File: config.mk
export PLATFORM = sky130hd
export DESIGN_NAME = date_check_and_day_difference
export DESIGN_NICKNAME = d
export VERILOG_FILES = /design/src/hdl/dcd_pkg.sv /design/src/hdl/dcd_jdn.sv /design/src/hdl/date_check_and_day_difference.sv
export SDC_FILE = /design/constraint.sdc
export NUM_CORES = 2
export LEC_CHECK = 0
export ABC_AREA = 1
export CORE_ASPECT_RATIO = 0.75
export CORE_UTILIZATION = 40
export CTS_CLUSTER_DIAMETER = 150
export CTS_CLUSTER_SIZE = 25
export DETAILED_ROUTE_END_ITERATION = 12
export DONT_BUFFER_PORTS = 1
export SYNTH_ARGS = -nofsm -noshare
export SYNTH_HDL_FRONTEND = slang
export SYNTH_SLANG_ARGS = --single-unit
File: constraint.sdc
create_clock -name i_clk -period 10.56 [get_ports i_clk]
set_input_delay 0.528 -clock i_clk [delete_from_list [all_inputs] [get_ports i_clk]]
set_output_delay 0.528 -clock i_clk [all_outputs]
set_load 0.01 [all_outputs]
File: src/hdl/dcd_pkg.sv
package dcd_pkg;

    localparam int DAY_W   = 7;
    localparam int MONTH_W = 7;
    localparam int YEAR_W  = 14;
    localparam int JDN_W   = 23;
    localparam int DIFF_W  = 23;
    localparam int CFG_W   = 14;
    localparam int IDX_W   = 3;
    localparam int IN_W    = 56;
    localparam int OUT_W   = 32;

    localparam logic signed [DIFF_W:0] DIFF_LIMIT = 24'sd3700000;

    // year / 100 as ((year >> 2) * RECIP_25) >> 16, exact for years below 16384
    localparam logic [11:0] RECIP_25   = 12'd2622;
    // value / 5 as (value * RECIP_5) >> 10, exact below 512
    localparam logic [7:0]  RECIP_5    = 8'd205;
    localparam logic [14:0] YEAR_BIAS  = 15'd4716;
    localparam logic [23:0] DAY_OFFSET = 24'd1525;

    typedef enum logic [2:0] {
        CFG_MIN_DAY   = 3'd0,
        CFG_MIN_MONTH = 3'd1,
        CFG_MIN_YEAR  = 3'd2,
        CFG_MAX_DAY   = 3'd3,
        CFG_MAX_MONTH = 3'd4,
        CFG_MAX_YEAR  = 3'd5
    } t_cfg_idx;

    typedef struct packed {
        logic en1;
        logic en2;
        logic en3;
    } t_pipe_ctl;

    function automatic logic [4:0] month_days(input logic [MONTH_W-1:0] month,
                                              input logic leap);
        logic [4:0] days;
        case (month)
            7'd2:                        days = leap ? 5'd29 : 5'd28;
            7'd4, 7'd6, 7'd9, 7'd11:     days = 5'd30;
            default:                     days = 5'd31;
        endcase
        return days;
    endfunction

endpackage

File: src/hdl/dcd_jdn.sv
module dcd_jdn (
    input  logic                     i_clk,
    input  dcd_pkg::t_pipe_ctl       i_ctl,
    input  logic [dcd_pkg::DAY_W-1:0]   i_day,
    input  logic [dcd_pkg::MONTH_W-1:0] i_month,
    input  logic [dcd_pkg::YEAR_W-1:0]  i_year,
    output logic                     o_valid,
    output logic [dcd_pkg::JDN_W-1:0] o_jdn
);
    import dcd_pkg::*;

    logic [DAY_W-1:0]   r_s1_day;
    logic [MONTH_W-1:0] r_s1_month;
    logic [YEAR_W-1:0]  r_s1_year;
    logic [7:0]         r_s1_cent;
    logic [23:0]        w_prod1;

    logic [11:0]        w_rem;
    logic [11:0]        w_cent_x25;
    logic               w_cent_year;
    logic               w_leap;
    logic               w_jan_feb;
    logic [7:0]         w_a;
    logic [14:0]        w_yy;
    logic [7:0]         w_k;
    logic [10:0]        w_n;
    logic [4:0]         w_len;
    logic               w_valid;

    logic               r_s2_valid;
    logic [DAY_W-1:0]   r_s2_day;
    logic [7:0]         r_s2_a;
    logic [14:0]        r_s2_yy;
    logic [7:0]         r_s2_k;
    logic [8:0]         r_s2_n4;

    logic [16:0]        w_prod3;
    logic [23:0]        w_sum;

    logic               r_s3_valid;
    logic [JDN_W-1:0]   r_s3_jdn;

    function automatic logic [11:0] year_quarter(input logic [YEAR_W-1:0] y);
        return y[YEAR_W-1:2];
    endfunction

    // stage 1: century count
    assign w_prod1 = {12'd0, year_quarter(i_year)} * {12'd0, RECIP_25};

    always_ff @(posedge i_clk) begin
        if (i_ctl.en1) begin
            r_s1_day   <= i_day;
            r_s1_month <= i_month;
            r_s1_year  <= i_year;
            r_s1_cent  <= w_prod1[23:16];
        end
    end

    // stage 2: leap rule, month shift, validity
    assign w_cent_x25  = {4'd0, r_s1_cent} * 12'd25;
    assign w_rem       = r_s1_year[YEAR_W-1:2] - w_cent_x25;
    assign w_cent_year = (r_s1_year[1:0] == 2'd0) && (w_rem == 12'd0);
    assign w_leap      = w_cent_year ? (r_s1_cent[1:0] == 2'd0) : (r_s1_year[1:0] == 2'd0);
    assign w_jan_feb   = (r_s1_month == 7'd1) || (r_s1_month == 7'd2);
    assign w_a         = r_s1_cent - {7'd0, w_jan_feb && w_cent_year && (r_s1_year != '0)};
    assign w_yy        = {1'b0, r_s1_year} + YEAR_BIAS - {14'd0, w_jan_feb};
    assign w_k         = w_jan_feb ? ({1'b0, r_s1_month} + 8'd13)
                                   : ({1'b0, r_s1_month} + 8'd1);
    assign w_n         = ({3'd0, w_k} * 11'd12) + ({9'd0, w_yy[1:0]} * 11'd5) + 11'd10;
    assign w_len       = month_days(r_s1_month, w_leap);
    assign w_valid     = (r_s1_month >= 7'd1) && (r_s1_month <= 7'd12) && (r_s1_day != '0)
                         && (r_s1_day <= {2'd0, w_len});

    always_ff @(posedge i_clk) begin
        if (i_ctl.en2) begin
            r_s2_valid <= w_valid;
            r_s2_day   <= r_s1_day;
            r_s2_a     <= w_a;
            r_s2_yy    <= w_yy;
            r_s2_k     <= w_k;
            r_s2_n4    <= w_n[10:2];
        end
    end

    // stage 3: day number sum
    assign w_prod3 = {8'd0, r_s2_n4} * {9'd0, RECIP_5};
    assign w_sum   = ({9'd0, r_s2_yy} * 24'd365) + {11'd0, r_s2_yy[14:2]}
                   + ({16'd0, r_s2_k} * 24'd30) + {17'd0, r_s2_day}
                   + {17'd0, w_prod3[16:10]}
                   + 24'd2 + {18'd0, r_s2_a[7:2]} - {16'd0, r_s2_a} - DAY_OFFSET;

    always_ff @(posedge i_clk) begin
        if (i_ctl.en3) begin
            r_s3_valid <= r_s2_valid;
            r_s3_jdn   <= w_sum[JDN_W-1:0];
        end
    end

    assign o_valid = r_s3_valid;
    assign o_jdn   = r_s3_jdn;

endmodule

File: src/hdl/date_check_and_day_difference.sv
// Channel      Direction  Handshake                     Content
// s_axis       in         s_axis_tvalid/s_axis_tready   two dates per transaction
// m_axis       out        m_axis_tvalid/m_axis_tready   flags and day difference
// cfg          in         i_cfg_wen                     bound date registers
//
// An accepted transaction passes the three day-number stages and the output register before m_axis_tvalid.
// One transaction per cycle while m_axis_tready does not stall: three day-number stages and an output register.
// Each stage holds only while it is full and the stage after it is stalled.
// i_rst_n is synchronous: it empties the pipeline and loads the default bounds.
module date_check_and_day_difference (
    input  logic                           i_clk,
    input  logic                           i_rst_n,
    input  logic                           s_axis_tvalid,
    output logic                           s_axis_tready,
    // first_day, first_month, first_year, second_day, second_month, second_year
    input  logic [dcd_pkg::IN_W-1:0]       s_axis_tdata,
    output logic                           m_axis_tvalid,
    input  logic                           m_axis_tready,
    // first_valid, second_valid, first_in_range, second_in_range,
    // day_difference, zero fill
    output logic [dcd_pkg::OUT_W-1:0]      m_axis_tdata,
    input  logic                           i_cfg_wen,
    input  logic [dcd_pkg::IDX_W-1:0]      i_cfg_idx,
    input  logic [dcd_pkg::CFG_W-1:0]      i_cfg_data
);
    import dcd_pkg::*;

    logic [4:0]        r_min_day;
    logic [3:0]        r_min_month;
    logic [YEAR_W-1:0] r_min_year;
    logic [4:0]        r_max_day;
    logic [3:0]        r_max_month;
    logic [YEAR_W-1:0] r_max_year;

    logic r_v1, r_v2, r_v3, r_out_valid;
    logic w_rdy1, w_rdy2, w_rdy3, w_rdy4;
    t_pipe_ctl w_ctl;
    t_pipe_ctl w_free;

    logic             w_fv, w_sv;
    logic [JDN_W-1:0] w_j1, w_j2, w_lo, w_hi;

    logic              n_first_in_range, n_second_in_range;
    logic signed [DIFF_W:0] n_raw, n_diff;

    logic              r_first_valid, r_second_valid;
    logic              r_first_in_range, r_second_in_range;
    logic [DIFF_W-1:0] r_diff;

    always_ff @(posedge i_clk) begin
        if (!i_rst_n) begin
            r_min_day   <= 5'd1;
            r_min_month <= 4'd1;
            r_min_year  <= 14'd1;
            r_max_day   <= 5'd31;
            r_max_month <= 4'd12;
            r_max_year  <= 14'd9999;
        end else if (i_cfg_wen) begin
            case (i_cfg_idx)
                CFG_MIN_DAY:   r_min_day   <= i_cfg_data[4:0];
                CFG_MIN_MONTH: r_min_month <= i_cfg_data[3:0];
                CFG_MIN_YEAR:  r_min_year  <= i_cfg_data;
                CFG_MAX_DAY:   r_max_day   <= i_cfg_data[4:0];
                CFG_MAX_MONTH: r_max_month <= i_cfg_data[3:0];
                CFG_MAX_YEAR:  r_max_year  <= i_cfg_data;
                default: ;
            endcase
        end
    end

    assign w_rdy4 = !r_out_valid || m_axis_tready;
    assign w_rdy3 = !r_v3 || w_rdy4;
    assign w_rdy2 = !r_v2 || w_rdy3;
    assign w_rdy1 = !r_v1 || w_rdy2;
    assign s_axis_tready = w_rdy1;

    assign w_ctl  = '{en1: w_rdy1, en2: w_rdy2, en3: w_rdy3};
    assign w_free = '{en1: 1'b1, en2: 1'b1, en3: 1'b1};

    always_ff @(posedge i_clk) begin
        if (!i_rst_n) begin
            r_v1        <= 1'b0;
            r_v2        <= 1'b0;
            r_v3        <= 1'b0;
            r_out_valid <= 1'b0;
        end else begin
            if (w_rdy1) r_v1        <= s_axis_tvalid;
            if (w_rdy2) r_v2        <= r_v1;
            if (w_rdy3) r_v3        <= r_v2;
            if (w_rdy4) r_out_valid <= r_v3;
        end
    end

    dcd_jdn u_first (
        .i_clk   (i_clk),
        .i_ctl   (w_ctl),
        .i_day   (s_axis_tdata[6:0]),
        .i_month (s_axis_tdata[13:7]),
        .i_year  (s_axis_tdata[27:14]),
        .o_valid (w_fv),
        .o_jdn   (w_j1)
    );

    dcd_jdn u_second (
        .i_clk   (i_clk),
        .i_ctl   (w_ctl),
        .i_day   (s_axis_tdata[34:28]),
        .i_month (s_axis_tdata[41:35]),
        .i_year  (s_axis_tdata[55:42]),
        .o_valid (w_sv),
        .o_jdn   (w_j2)
    );

    // bound day numbers run free; the user must change bounds only while the pipeline is empty, it is not enforced
    dcd_jdn u_lower (
        .i_clk   (i_clk),
        .i_ctl   (w_free),
        .i_day   ({2'd0, r_min_day}),
        .i_month ({3'd0, r_min_month}),
        .i_year  (r_min_year),
        .o_valid (),
        .o_jdn   (w_lo)
    );

    dcd_jdn u_upper (
        .i_clk   (i_clk),
        .i_ctl   (w_free),
        .i_day   ({2'd0, r_max_day}),
        .i_month ({3'd0, r_max_month}),
        .i_year  (r_max_year),
        .o_valid (),
        .o_jdn   (w_hi)
    );

    always_comb begin
        n_first_in_range  = w_fv && (w_j1 >= w_lo) && (w_j1 <= w_hi);
        n_second_in_range = w_sv && (w_j2 >= w_lo) && (w_j2 <= w_hi);
        n_raw = $signed({1'b0, w_j2}) - $signed({1'b0, w_j1});
        if (!(w_fv && w_sv)) begin
            n_diff = '0;
        end else if (n_raw > DIFF_LIMIT) begin
            n_diff = DIFF_LIMIT;
        end else if (n_raw < -DIFF_LIMIT) begin
            n_diff = -DIFF_LIMIT;
        end else begin
            n_diff = n_raw;
        end
    end

    always_ff @(posedge i_clk) begin
        if (w_rdy4) begin
            r_first_valid     <= w_fv;
            r_second_valid    <= w_sv;
            r_first_in_range  <= n_first_in_range;
            r_second_in_range <= n_second_in_range;
            r_diff            <= n_diff[DIFF_W-1:0];
        end
    end

    assign m_axis_tvalid = r_out_valid;
    assign m_axis_tdata  = {5'd0, r_diff, r_second_in_range, r_first_in_range,
                            r_second_valid, r_first_valid};

    a_range_needs_valid: assert property (@(posedge i_clk) disable iff (!i_rst_n)
        r_out_valid |-> (!r_first_in_range || r_first_valid)
                        && (!r_second_in_range || r_second_valid))
        else $error("in-range flag set on an invalid date");

    a_diff_zero: assert property (@(posedge i_clk) disable iff (!i_rst_n)
        r_out_valid && !(r_first_valid && r_second_valid) |-> r_diff == '0)
        else $error("non-zero difference with an invalid date");

    a_diff_limit: assert property (@(posedge i_clk) disable iff (!i_rst_n)
        r_out_valid |-> ($signed({r_diff[DIFF_W-1], r_diff}) <= DIFF_LIMIT)
                        && ($signed({r_diff[DIFF_W-1], r_diff}) >= -DIFF_LIMIT))
        else $error("difference beyond saturation limit");

    a_stage3_hold: assert property (@(posedge i_clk) disable iff (!i_rst_n)
        r_v3 && !w_rdy4 |=> r_v3 && $stable(w_j1) && $stable(w_j2))
        else $error("last stage changed while stalled");

    a_reset_empty: assert property (@(posedge i_clk)
        !i_rst_n |=> !r_v1 && !r_v2 && !r_v3 && !r_out_valid)
        else $error("pipeline not empty after reset");

endmodule
* After elaboration in Yosys (flattened, before gate mapping)
Index checks and enable logic that the tools add are counted.
** Storage, ports and cells
- Flip-flop bits (word level) :: 491
- Bits of input ports :: 78
** Operators by class
- Add/subtract/negate cells :: 65
- $mul :: 28
- Magnitude comparators :: 12
- Equal/unequal tests :: 21
- Mux-type cells :: 12
- Bitwise logic cells :: 1
- Reductions and logical operators :: 62
** Operators with widths (number)
- $add A23 B13 Y23 :: 8
- $add A23 B7 Y23 :: 6
- $add A23 B2 Y23 const B :: 4
- $add A23 B6 Y23 :: 4
- $mul A12 B11 Y23 const B :: 4
- $mul A15 B9 Y23 const B :: 4
- $sub A23 B11 Y23 const B :: 4
- $sub A23 B8 Y23 :: 4
- $mul A9 B8 Y17 const B :: 4
- $add A14 B13 Y15 const B :: 4
- $sub A15 B1 Y15 :: 4
- $reduce_bool A14 Y1 :: 4
- $logic_not A12 Y1 :: 4
- $mul A8 B4 Y12 const B :: 4
- $mul A8 B5 Y12 const B :: 4
- $sub A12 B12 Y12 :: 4
- $add A23 B5 Y23 :: 2
- $ge A23 B23 Y1 :: 2
- $le A23 B23 Y1 :: 2
- $add A11 B4 Y11 const B :: 4
- $add A11 B5 Y11 :: 4
- $mul A8 B2 Y9 const B :: 4
- $mux W8 :: 4
- $sub A8 B1 Y8 :: 4
- other kinds (35) :: 105

* Logic depth before layout (Yosys ltp)
- Word-level depth :: 9
- Gate-level depth with buffers :: 45
- Mapped depth without buffers :: 45

* By module
Synthesis repeated with hierarchy kept, for this count alone.
** Unflattened totals
- Cell total of the unflattened synthesis :: 7651
- Area, all modules :: 70492.6 um^2
** Modules (own cells, without submodules)
- dcd_jdn at u_first ... :: times used 2, cells each 1664, area each 15865.2 um^2, sequential area each 3243.1 um^2
- dcd_jdn at u_upper :: times used 1, cells each 1627, area each 15766.4 um^2, sequential area each 3243.1 um^2
- dcd_jdn at u_second :: times used 1, cells each 1630, area each 15765.1 um^2, sequential area each 3243.1 um^2
- date_check_and_day_difference :: times used 1, cells each 1066, area each 7230.7 um^2, sequential area each 1811.7 um^2

* Least setup slack after synthesis
No wires, ideal clock.
- Path type :: register to register
- Start point :: reg u_upper.r_s2_n4[6]
- End point :: reg u_upper.r_s3_jdn[17], in the netlist u_upper.o_jdn[17]
- Library setup time :: 127 ps
- Arrival time :: 8145 ps
- Data required time :: 10433 ps
- Path slack :: 2288 ps
- Stages on the path, launching flop included :: 41
- Path buffers :: 0
- Path through :: dfxtp_1 -> ha_1 -> inv_1 -> fa_1 -> fa_1 -> fa_1 -> inv_1 -> ha_1 -> nand4_1 -> o221ai_1 -> nand2_1 -> nand2_1 -> nand2_1 -> nand2_1 -> nand2_1 -> nand2_1 -> nand3_1 -> nand2_1 -> (+5 left out) -> fa_1 -> inv_1 -> fa_1 -> inv_1 -> fa_1 -> inv_1 -> fa_1 -> inv_1 -> ha_1 -> a21oi_1 -> o21ai_0 -> nand2_1 -> o211ai_1 -> a21oi_1 -> inv_1 -> a21oi_1 -> o21ai_0 -> xor2_1
** On the way
- Longest elaborated chain between the ends :: 6
** Ends and longest elaborated chain
- start: declaration :: RTL line dcd_jdn.sv:35 : logic [8:0] r_s2_n4;
- start signal: assignment :: RTL line dcd_jdn.sv:81 : r_s2_n4 <= w_n[10:2];
- $mul A9 B8 Y17 :: RTL line dcd_jdn.sv:86 : assign w_prod3 = {8'd0, r_s2_n4} * {9'd0, RECIP_5};
- $add A23 B7 Y23 :: RTL line dcd_jdn.sv:89 : + {17'd0, w_prod3[16:10]}
- $add A23 B2 Y23 :: RTL line dcd_jdn.sv:90 : + 24'd2 + {18'd0, r_s2_a[7:2]} - {16'd0, r_s2_a} - DAY_OFFSET;
- $add A23 B6 Y23 :: RTL line dcd_jdn.sv:90
- $sub A23 B8 Y23 :: RTL line dcd_jdn.sv:90
- $sub A23 B11 Y23 :: RTL line dcd_jdn.sv:90
- net u_upper.w_sum[17] :: RTL line dcd_jdn.sv:38 : logic [23:0] w_sum;
- end signal: assignment :: RTL line dcd_jdn.sv:95 : r_s3_jdn <= w_sum[JDN_W-1:0];
- end: declaration :: RTL line dcd_jdn.sv:41 : logic [JDN_W-1:0] r_s3_jdn;
The timed path passes the listed nets, and every way through them passes these cells.
A chain may end at the register's enable or synchronous reset.

* Worst setup path in the final report
- Start point :: reg u_upper.r_s2_n4[6]
- End point :: reg u_upper.r_s3_jdn[20], in the netlist u_upper.o_jdn[20]
Same word-level chain as after synthesis.

==> flow_summary.yaml <==
sta:
  period_needed_ns: 9.08
  finalClockSkew_ns: 0.0439
  setup_violations: 0
  final_hold_viol_count: 0
  postLayoutSetupSlackWorst_ns: 1.48
  worstMarginPinSlew_ns: 1.22
  fin_crit_sh: 0.860
  relSlewSlack: 0.166
  finalMaxSlewViolations: 0
  fin_setup_tns_ns: 0
  max_freq_ghz: 0.110
  grt_setup_unrepaired: "false"
yosys:
  syn_area_per_cell_sq_um: 9.48
  ys_warn_count: 0
  synth_fa_ha_area_frac: 0.505
  synth.yosys.seq_area_share: 0.190
  netlist_area_sq_mm: 0.0637
  synth_edf_count: 243
  synth_top_family_by_area: "adder cells"
  synth_cell_types: 61
  synth_compound_area_frac: 0.0626
  synth-main-ff-cell: "edfxtp_1"
  synth_seq_cells: 483
  async_flop_share: 0
  yosys.area_share.simple: 0.0847
  synthCells: 6713
  synth-xor-area-share: 0.0517
  synth_mux_area_frac: 0
layout:
  final_cells: 8929
  layout-drive-gt1-share: 0.0173
  fin_nets: 9006
  syn_to_final_growth_pct: 6.49
  final_core_util: 0.430
global_routing:
  antenna_found_initial: 5
  grt_max_degree: 51
  first_global_vias: 43100
  overflow: 0
  grt_pass1_wl_um: 228000
  grt.total_usage: 0.175
route:
  routed_via_density: 4.79
  drc_errors: 0
  routed.top_layer: "met5"
  drt_pass1_iterations: 6
  drtAntennaViolNets: 0
  wire_per_inst_um: 15.7
  drt-total-wl_um: 140000
  wl_met1_um: 72400
  drt_iter0_drc: 2511
  wl_met2_um: 58400
  dr_wl_met3_um: 6390
  vias: 42700
worst_setup_path:
  cp-end-kind: "register"
  cpPeakStageDelay_ns: 0.55
  cp_common_cell: "inv_1"
  cp_slowest_cell: "fa_1"
  arrival_ns: 9.61
  timing_worst_setup_path_type: "register to register"
  worstPathRequired_ns: 11.09
  start_kind: "register"
  worst-path-max-fanout: 5
clocking:
  numCtsBuffers: 26
  cts_sinks: 483
  cts_hold_buf: 70
  cts_setup_buffers: 0
  post_cts_resized: 0
  ctsLongestPathBuffers: 3
  clk_pin_slew_worst_paths_ns: 0.11
  clock_latency_ns: 0.67
  cts_tree: "yes"
  cts_max_level: 1
  cts-root-buf: "clkbuf_16"
floorplanning:
  core_area_sq_mm: 0.158
  dieArea_sq_mm: 0.161
  die_h_um: 347
  boundaryPins: 112
  dieWidth_um: 463
  start_util: 0.404
  rows: 126
outcome:
  outcome: "finished, final reports clean"
placement:
  place_inst: 8813
  dp_slack_ns: 1.50
  io_buffers: 0
  hpwl_um: 121000
  gp_congestion: 0.925
flow_run:
  drv_cap: 0
worst_hold_path:
  hold_path.class: "input pin to register"
[layout make-up]
class | count | area (sq um)
Clock buffer | 34 | 681
Timing Repair Buffer | 74 | 741
Fill cell | 15300 | 89900
Antenna cell | 3 | 7.51
Sequential cell | 483 | 12100
Multi-Input combinational cell | 4453 | 44800
Clock inverter | 9 | 166
Tap cell | 2112 | 2640
Inverter | 1761 | 6610
[sequential cells by signal, summed over array words and instances (netlist names), 15 cells and up]
name and flops:
r_diff 23, u_first.o_jdn 23, u_second.r_s2_yy 15, u_first.r_s2_yy 15, u_upper.r_s2_yy 15, u_upper.o_jdn 23
u_second.o_jdn 23, u_lower.o_jdn 23, u_lower.r_s2_yy 15
[worst max-delay path: cells and delay by family, from the launching register on]
family / cells / cell delay [ns]
xor gates and xnor gates: 2 / 0.26
DFF: 1 / 0.44
buffers and inverters: 10 / 0.63
AOI/OAI and AO/OA: 7 / 1.43
adders and majority gates: 12 / 5.41
and+or+nand+nor: 9 / 0.80
[through the flow]
step / hold slack (ns) / area, sq um
floorplan: 0.310 / 63700
global placement: 0.313 / 66200
detailed placement: 0.314 / 66200
CTS: 0.00222 / 67800
global route: 0.0394 / 67800
finish: 0.0634 / 67800
[Yosys cell counts, types with 4 or more instances]
cell type	instances	share of area
inv_1	1753	0.10
ha_1	1396	0.27
fa_1	733	0.23
nand2_1	637	0.038
a21oi_1	350	0.028
nor2_1	264	0.016
xor2_1	257	0.035
edfxtp_1	243	0.11
dfxtp_1	240	0.075
o21ai_0	163	0.013
nand3_1	162	0.013
xnor2_1	119	0.016
nand4_1	59	0.0058
nor3_1	36	0.0028
a21o_1	34	0.0040
o21bai_1	22	0.0026
nand2_2	21	0.0021
nor4_1	19	0.0019
a31oi_1	17	0.0017
a211oi_1	15	0.0018
a211o_1	14	0.0019
a21oi_2	10	0.0014
nor2_2	10	0.00098
o211ai_1	10	0.0012
buf_4	9	0.0011
nand3b_1	9	0.0011
o21a_1	9	0.0011
o31ai_1	9	0.0011
clkbuf_1	8	0.00047
o221ai_1	8	0.0011
or2_2	8	0.00079
inv_2	7	0.00041
a21boi_0	5	0.00059
a221oi_1	5	0.00069
nand3_2	5	0.00079
a2111oi_0	4	0.00055
a31o_2	4	0.00055
and2_1	4	0.00039
o2111ai_1	4	0.00055
o21ai_1	4	0.00031
[layer usage]
metal | vias to the layer above | GRT usage
met5 | - | 0
met4 | 4 | 0.0307
met3 | 107 | 0.0228
met2 | 695 | 0.265
met1 | 20600 | 0.268
li1 | 21400 | -
[logic make-up after synthesis]
family	Yosys count
buffers and inverters	1781
other	1
and+or+nand+nor	1247
DFF	483
adders and majority gates	2129
xor gates and xnor gates	376
AOI/OAI and AO/OA	696
[cells in the final DEF (no fill, tap or decap), types with 36 or more instances in the layout]
cell type / n
ha_1: 1396
xnor2_1: 119
fa_1: 733
a21oi_1: 350
o21ai_0: 163
nand3_1: 162
xor2_1: 257
inv_1: 1751
edfxtp_1: 243
dfxtp_1: 240
nor2_1: 264
nand4_1: 59
nor3_1: 36
nand2_1: 636
dlygate4sd3_1: 69
[final timing paths]
| check | from | to | slack [ns] | cells past startpoint |
|---|---|---|---|---|
| setup / recovery | u_upper.r_s2_n4[6] | u_upper.o_jdn[20] | 1.48 | 40 |
| setup reg to reg | u_upper.r_s2_n4[6] | u_upper.o_jdn[20] | 1.48 | 40 |
| hold / removal | i_rst_n | r_min_year[11] | 0.06 | 2 |
| hold reg to reg | u_upper.r_s1_day[2] | u_upper.r_s2_day[2] | 0.33 | 0 |
Power is left out: the tool's default activity adds up to more than one toggle a clock period on the data nets, which glitch-free logic cannot reach.
